$ cat src/rtl/core/c_esc_pkg.sv
`default_nettype none

package c_esc_pkg;

    localparam int BYTE_W = 8;
    localparam int NIB_W  = 4;

    // Escape letters and the bytes they stand for.
    localparam logic [BYTE_W-1:0] CH_BACKSLASH = 8'h5C;
    localparam logic [BYTE_W-1:0] CH_QUOTE     = 8'h22;
    localparam logic [BYTE_W-1:0] CH_N         = 8'h6E;
    localparam logic [BYTE_W-1:0] CH_R         = 8'h72;
    localparam logic [BYTE_W-1:0] CH_T         = 8'h74;
    localparam logic [BYTE_W-1:0] CH_X         = 8'h78;
    localparam logic [BYTE_W-1:0] VAL_LF       = 8'h0A;
    localparam logic [BYTE_W-1:0] VAL_CR       = 8'h0D;
    localparam logic [BYTE_W-1:0] VAL_TAB      = 8'h09;

    // Input item kinds.
    localparam logic KIND_TEXT = 1'b0;
    localparam logic KIND_END  = 1'b1;

    typedef enum logic [1:0] {
        MODE_TEXT = 2'd0,
        MODE_ESC  = 2'd1,
        MODE_HEX0 = 2'd2,
        MODE_HEX1 = 2'd3
    } t_mode;

    typedef struct packed {
        logic [BYTE_W-1:0] out_byte;
        logic              has_byte;
        logic              is_end;
    } t_result;

    typedef struct packed {
        logic             valid;
        logic [NIB_W-1:0] value;
    } t_hex;

    // Classifies one byte as a hex digit of either case.
    function automatic t_hex hex_decode(input logic [BYTE_W-1:0] b);
        t_hex h;
        h.valid = 1'b1;
        h.value = '0;
        if (b >= 8'h30 && b <= 8'h39) begin
            h.value = NIB_W'(b - 8'h30);
        end else if (b >= 8'h41 && b <= 8'h46) begin
            h.value = NIB_W'(b - 8'h37);
        end else if (b >= 8'h61 && b <= 8'h66) begin
            h.value = NIB_W'(b - 8'h57);
        end else begin
            h.valid = 1'b0;
        end
        return h;
    endfunction

endpackage

`default_nettype wire

$ cat src/rtl/core/c_esc_if.sv
`default_nettype none

// Escaped input stream: one byte or an end mark per transfer.
interface c_esc_in_if;
    import c_esc_pkg::*;

    logic              valid;
    logic              ready;
    logic              kind;
    logic [BYTE_W-1:0] in_byte;

    modport source (output valid, kind, in_byte, input ready);
    modport sink   (input valid, kind, in_byte, output ready);
endinterface

// Decoded output stream: one result per transfer.
interface c_esc_out_if;
    import c_esc_pkg::*;

    logic              valid;
    logic              ready;
    logic [BYTE_W-1:0] out_byte;
    logic              has_byte;
    logic              is_end;

    modport source (output valid, out_byte, has_byte, is_end, input ready);
    modport sink   (input valid, out_byte, has_byte, is_end, output ready);
endinterface

`default_nettype wire

$ cat src/rtl/core/c_escape_decoder_core.sv
// C escape-sequence decoder.
// The input channel carries one escaped text byte or an end-of-string mark per
// transfer. The output channel carries one decoded result per transfer: a byte
// with has_byte set, or on an end mark a closing result with is_end set that
// also carries a still open hex value.
// An accepted item sits in an input register, is decoded there and its zero,
// one or two results are written into a two-entry output queue, whose head
// drives the output. The block takes one item per cycle while the queue has
// room; an item that gives two results (a hex value closed by a non-hex byte
// other than a backslash) sends both through the output port, so the output
// port sets the sustained rate at one result per cycle while the receiver is
// ready.
// Reset returns the decoder to plain text mode, clears the pending hex digit
// and empties both the input register and the output queue.
// When the receiver stalls, the queue fills and the input register holds its
// item until the queue has room for all of its results; the input ready then
// drops, and no result is lost or reordered.
`default_nettype none

module c_escape_decoder_core (
    input  wire          i_clk,
    input  wire          i_rst_n,
    c_esc_in_if.sink     i_in,
    c_esc_out_if.source  o_out
);
    import c_esc_pkg::*;

    // Input register.
    logic              r_in_valid;
    logic              r_kind;
    logic [BYTE_W-1:0] r_byte;

    // Decoder state.
    t_mode             r_mode;
    t_mode             n_mode;
    logic [NIB_W-1:0]  r_nib;
    logic [NIB_W-1:0]  n_nib;

    // Output queue, head at entry 0.
    t_result           r_q [2];
    t_result           n_q [2];
    logic [1:0]        r_cnt;
    logic [1:0]        n_cnt;

    // Results of the item in the input register.
    t_result           res0;
    t_result           res1;
    logic [1:0]        res_n;
    t_hex              hex;

    logic              pop;
    logic              room;
    logic              fire;
    logic [2:0]        fill;

    // Decode of the held item against the current state.
    always_comb begin
        hex    = hex_decode(r_byte);
        res0   = '{out_byte: r_byte, has_byte: 1'b1, is_end: 1'b0};
        res1   = '{out_byte: r_byte, has_byte: 1'b1, is_end: 1'b0};
        res_n  = 2'd0;
        n_mode = r_mode;
        n_nib  = r_nib;
        if (r_kind == KIND_END) begin
            // Close the string; an open hex value rides on the final result.
            res0.is_end   = 1'b1;
            res0.has_byte = (r_mode == MODE_HEX0) || (r_mode == MODE_HEX1);
            res0.out_byte = (r_mode == MODE_HEX1) ? BYTE_W'(r_nib) : '0;
            res_n         = 2'd1;
            n_mode        = MODE_TEXT;
            n_nib         = '0;
        end else begin
            unique case (r_mode)
                MODE_TEXT: begin
                    if (r_byte == CH_BACKSLASH) begin
                        n_mode = MODE_ESC;
                    end else begin
                        res_n = 2'd1;
                    end
                end
                MODE_ESC: begin
                    n_mode = MODE_TEXT;
                    res_n  = 2'd1;
                    unique case (r_byte)
                        CH_N:         res0.out_byte = VAL_LF;
                        CH_R:         res0.out_byte = VAL_CR;
                        CH_T:         res0.out_byte = VAL_TAB;
                        CH_X: begin
                            n_mode = MODE_HEX0;
                            n_nib  = '0;
                            res_n  = 2'd0;
                        end
                        // Quote, backslash and unknown letters pass through.
                        default:      res0.out_byte = r_byte;
                    endcase
                end
                MODE_HEX0, MODE_HEX1: begin
                    if (hex.valid) begin
                        if (r_mode == MODE_HEX0) begin
                            n_nib  = hex.value;
                            n_mode = MODE_HEX1;
                        end else begin
                            res0.out_byte = {r_nib, hex.value};
                            res_n         = 2'd1;
                            n_mode        = MODE_TEXT;
                            n_nib         = '0;
                        end
                    end else begin
                        // A non-hex byte closes the value and is decoded afresh.
                        res0.out_byte = (r_mode == MODE_HEX1) ? BYTE_W'(r_nib) : '0;
                        n_nib         = '0;
                        if (r_byte == CH_BACKSLASH) begin
                            n_mode = MODE_ESC;
                            res_n  = 2'd1;
                        end else begin
                            n_mode = MODE_TEXT;
                            res_n  = 2'd2;
                        end
                    end
                end
            endcase
        end
    end

    // Handshake: the held item moves on only when all its results fit.
    assign pop  = (r_cnt != 2'd0) && o_out.ready;
    assign fill = 3'(r_cnt) - 3'(pop) + 3'(res_n);
    assign room = (fill <= 3'd2);
    assign fire = r_in_valid && room;

    assign i_in.ready     = !r_in_valid || room;
    assign o_out.valid    = (r_cnt != 2'd0);
    assign o_out.out_byte = r_q[0].out_byte;
    assign o_out.has_byte = r_q[0].has_byte;
    assign o_out.is_end   = r_q[0].is_end;

    // Queue update: pop at the head, then append this item's results.
    always_comb begin
        n_q   = r_q;
        n_cnt = r_cnt;
        if (pop) begin
            n_q[0] = r_q[1];
            n_cnt  = r_cnt - 2'd1;
        end
        if (fire) begin
            if (res_n != 2'd0) begin
                n_q[n_cnt[0]] = res0;
            end
            if (res_n == 2'd2) begin
                n_q[1] = res1;
            end
            n_cnt = n_cnt + res_n;
        end
    end

    always_ff @(posedge i_clk) begin
        if (!i_rst_n) begin
            r_in_valid <= 1'b0;
            r_mode     <= MODE_TEXT;
            r_nib      <= '0;
            r_cnt      <= 2'd0;
        end else begin
            if (i_in.valid && i_in.ready) begin
                r_in_valid <= 1'b1;
            end else if (fire) begin
                r_in_valid <= 1'b0;
            end
            if (fire) begin
                r_mode <= n_mode;
                r_nib  <= n_nib;
            end
            r_cnt <= n_cnt;
        end
    end

    always_ff @(posedge i_clk) begin
        if (i_in.valid && i_in.ready) begin
            r_kind <= i_in.kind;
            r_byte <= i_in.in_byte;
        end
        r_q <= n_q;
    end

    // The queue never holds more than its two entries.
    a_cnt_bound: assert property (@(posedge i_clk) disable iff (!i_rst_n)
        r_cnt <= 2'd2)
        else $error("output queue overflow");

    // An end mark always leaves the decoder in plain text mode with no digit.
    a_end_resets: assert property (@(posedge i_clk) disable iff (!i_rst_n)
        (fire && r_kind == KIND_END) |=> (r_mode == MODE_TEXT && r_nib == '0))
        else $error("end mark did not restore text mode");

    // The second-digit mode is only entered from the first-digit mode.
    a_hex_order: assert property (@(posedge i_clk) disable iff (!i_rst_n)
        (r_mode == MODE_HEX1 && $past(r_mode) != MODE_HEX1)
            |-> $past(r_mode) == MODE_HEX0)
        else $error("hex digit mode entered out of order");

    // A held item that cannot move on keeps its contents.
    a_hold: assert property (@(posedge i_clk) disable iff (!i_rst_n)
        (r_in_valid && !fire) |=> (r_in_valid && $stable(r_byte) && $stable(r_kind)))
        else $error("held input item was lost");

endmodule

`default_nettype wire

$ cat src/flat_wrapper.sv
// flat-port wrapper written by rule: the top's interface ports become plain ports
module c_escape_decoder_core_flat import c_esc_pkg::*;
  (i_clk, i_rst_n, i_in_valid, i_in_kind, i_in_in_byte, i_in_ready, o_out_valid, o_out_out_byte, o_out_has_byte, o_out_is_end, o_out_ready);
  c_esc_in_if i_in_i ();
  c_esc_out_if o_out_i ();
  input  wire i_clk;
  input  wire i_rst_n;
  input wire logic [$bits(i_in_i.valid)-1:0] i_in_valid;
  input wire logic [$bits(i_in_i.kind)-1:0] i_in_kind;
  input wire logic [$bits(i_in_i.in_byte)-1:0] i_in_in_byte;
  output wire logic [$bits(i_in_i.ready)-1:0] i_in_ready;
  output wire logic [$bits(o_out_i.valid)-1:0] o_out_valid;
  output wire logic [$bits(o_out_i.out_byte)-1:0] o_out_out_byte;
  output wire logic [$bits(o_out_i.has_byte)-1:0] o_out_has_byte;
  output wire logic [$bits(o_out_i.is_end)-1:0] o_out_is_end;
  input wire logic [$bits(o_out_i.ready)-1:0] o_out_ready;
  assign i_in_i.valid = i_in_valid;
  assign i_in_i.kind = i_in_kind;
  assign i_in_i.in_byte = i_in_in_byte;
  assign i_in_ready = i_in_i.ready;
  assign o_out_valid = o_out_i.valid;
  assign o_out_out_byte = o_out_i.out_byte;
  assign o_out_has_byte = o_out_i.has_byte;
  assign o_out_is_end = o_out_i.is_end;
  assign o_out_i.ready = o_out_ready;
  c_escape_decoder_core u_core (.i_clk(i_clk), .i_rst_n(i_rst_n), .i_in(i_in_i), .o_out(o_out_i));
endmodule
$ cat config.mk
export PLATFORM = sky130hd
export DESIGN_NAME = c_escape_decoder_core_flat
export DESIGN_NICKNAME = d
export VERILOG_FILES = /design/src/rtl/core/c_esc_pkg.sv /design/src/rtl/core/c_esc_if.sv /design/src/rtl/core/c_escape_decoder_core.sv /design/src/flat_wrapper.sv
export SDC_FILE = /design/constraint.sdc
export NUM_CORES = 1
export LEC_CHECK = 0
export ABC_AREA = 1
export BUFFER_PORTS_ARGS = -buffer_cell sky130_fd_sc_hd__clkbuf_2
export CORE_MARGIN = 1
export CORE_UTILIZATION = 25
export CTS_BUF_LIST = sky130_fd_sc_hd__clkbuf_4
export DETAILED_ROUTE_END_ITERATION = 8
export PLACE_DENSITY = 0.42
export SLEW_MARGIN = 20
export SYNTH_ARGS = -nofsm -noshare
export SYNTH_HDL_FRONTEND = slang
export SYNTH_SLANG_ARGS = --single-unit
$ cat constraint.sdc
create_clock -name i_clk -period 4.45 [get_ports i_clk]
set_input_delay 0.89 -clock i_clk [delete_from_list [all_inputs] [get_ports i_clk]]
set_output_delay 0.89 -clock i_clk [all_outputs]
set_load 0.01 [all_outputs]
==> metrics.yaml <==
status: "finished clean"
synthArstFlopShare: 0
die_x_microns: 103
via_per_inst: 4.45
wl_per_cell_microns: 13.5
hold_ws_ns: 0.484
grt_overflow_total: 0
syn_nets: 392
portBuffers: 24
yosys_warnings: 0
grt_max_degree: 20
htreeDepth: 2
power.total_mw: 1.69
synth_top_area_frac: 0.222
power-per-cell-area_nw_per_um2: 583
clock-root-buffer: "clkbuf_4"
r2r-start: "u_core.r_byte[0]$_DFFE_PP_"
crit_fanout: 8
wl_microns: 7110
timing.final.crit_share: 0.947
hold_path.class: "reg -> reg"
path_clk_slew_ns: 0.13
synth_edf_count: 19
reg2reg_depth: 18
slowest_stage: "edfxtp_1"
synth_seq_cells: 38
yosysSeqAreaShare: 0.369
place_congestion: 0.865
cts_tree: "done"
antenna_cells: 0
finClkSkew_ns: 0.00848
rows: 36
cts_buffers: 5
nets: 417
slew_viol_final: 0
peakVddDrop_mv: 0.126
worst_slew_pin_slew_ns: 0.537
first_pass_iters: 4
antenna_found_initial: 0
synth_top_cell_by_area: "edfxtp_1"
synth_cells: 369
drive_gt1_frac: 0.170
initial_core_util: 0.261
crit_path_start_kind: "flip-flop"
synth_ff_type: "edfxtp_1"
detail-route-antenna-nets: 0
holdPathStages: 2
place_ws_ns: 0.480
report.final.hold_viol_count: 0
worstSetupStartpoint: "u_core.r_byte[0]$_DFFE_PP_"
clk_path_buf_depth: 2
arrival_ns: 3.32
dp_hpwl_microns: 5480
end_kind: "primary output"
drc: 0
grt_pass1_wl_microns: 11400
hp-start: "u_core.r_nib[3]$_SDFFE_PN0P_"
critical-path-max-stage-delay_ns: 0.49
die_h_microns: 103
layout_common_cells: "nand2_1, inv_1, o21ai_0, a21oi_1, clkbuf_2"
syn_area_sq_um: 2570
setup-violations-final: 0
crit_top_cell: "nand2_1"
required_ns: 3.56
cp.depth: 17
final_common_cell: "nand2_1"
crit_type: "reg -> out"
clk_latency_ns: 0.36
relSlewSlack: 0.642
drtIter0Drc: 184
p_leak_nw: 1.36
die_area_sq_um: 10700
first_global_vias: 2150
synth.avg_cell_area_sq_um: 6.98
max_freq_mhz: 237
grt.total_usage: 0.143
io_pins: 25
yosysUniqueCellTypes: 34
min_period_ns: 4.21
drv_cap: 0
crit_family: "simple AND/OR/NAND/NOR gates"
syn_to_final_growth_pct: 12.8
crit_chain: "buf_4 -> ha_1 -> o21ai_2 -> nand2_1 -> nand2_4 -> nand2_4 -> nand2_2 -> nand3_2 -> nand2_1 -> ha_1 -> inv_1 -> fa_1 -> xor2_1 -> o21a_1 -> inv_1 -> nand2_1 -> clkbuf_2"
crit_buf_inv: 4
core_area_sq_um: 9860
synth.area.top_cells: "edfxtp_1, nand2_1, dfxtp_1, inv_1, o21ai_0"
clock-sinks: 38
cts_hold_buf: 0
via_count: 2350
worst_slack_ns: 0.236
[metal layers]
metal  global-route usage  part of all wire  vias up  wire (microns)
li1                     -                 -     1233               -
met1                0.197              0.49     1045            3460
met4               0.0466             0.024        0             174
met3               0.0255             0.043       15             303
met5                    0                 0        -               0
met2                0.224              0.45       57            3170
[cells in the mapped netlist, types with 2 or more instances]
library cell	number
nand3_1	23
nand2_1	134
inv_2	8
o21ai_1	2
buf_4	9
nand2_4	2
edfxtp_1	19
inv_1	40
nand3_2	3
o21ai_0	29
o21ai_2	5
nor2_1	18
o22ai_1	3
ha_1	9
dfxtp_1	19
a21oi_1	24
nor2_2	2
clkbuf_1	4
[tightest hold or removal path: stages, from the launching register on]
cell and delay (ns):
dfxtp_1 0.34, nand2_1 0.06, a21oi_1 0.05
[power by group]
group          internal, mW  total, mW  switching, mW  leakage [nW]
Combinational         0.308      0.841          0.533         0.985
Clock                 0.123      0.255          0.132        0.0433
Sequential            0.533      0.598         0.0649         0.336
Total                 0.964       1.69          0.730          1.36
[through the flow]
step | util | setup TNS, ns | cell area (sq um) | instances
detailed placement | 0.282 | 0 | 2780 | 515
finish | 0.294 | 0 | 2900 | 528
global route | 0.294 | -0.00121 | 2900 | 528
floorplan | - | 0 | 2570 | 369
global placement | 0.282 | 0 | 2780 | 515
CTS | 0.290 | 0 | 2860 | 523
[kinds of logic (layout without fill, tap and decap cells)]
family,Yosys count,count (layout),share of synthesized area
DFF,38,38,0.369
AOI/OAI and AO/OA,66,66,0.140
buffers and inverters,64,90,0.115
and+or+nand+nor,190,190,0.321
xor gates and xnor gates,1,1,0.00340
adders and majority gates,10,10,0.0515
[cell type report]
type | count | area, sq um
Tap cell | 133 | 166
Fill cell | 1120 | 6960
Clock buffer | 6 | 45.0
Clock inverter | 2 | 33.8
Timing Repair Buffer | 33 | 188
Multi-Input combinational cell | 267 | 1330
Sequential cell | 38 | 951
Inverter | 49 | 186
[final timing paths]
| kind | slack (ns) | endpoint |
|---|---|---|
| min | 0.48 | u_core.r_nib[3]$_SDFFE_PN0P_ |
| min reg2reg | 0.48 | u_core.r_nib[3]$_SDFFE_PN0P_ |
| max | 0.24 | i_in_ready |
| max reg2reg | 0.71 | u_core.r_q[8]$_DFFE_PP_ |
[state kept, by name, summed over array words and instances, names as in the netlist]
name	count
u_core.r_in_valid	1
u_core.r_mode	2
u_core.r_kind	1
u_core.r_byte	8
u_core.o_out.has_byte	1
u_core.o_out.out_byte	8
u_core.r_cnt	2
u_core.r_nib	4
u_core.r_q	10
u_core.o_out.is_end	1
[repair_timing]
action | 4_1_cts | 5_1_grt
endpoints found under the setup margin | 0 | 1
buffers inserted | 0 | 5
resized for setup | 0 | 1
Power figures use the tool's default switching activity.
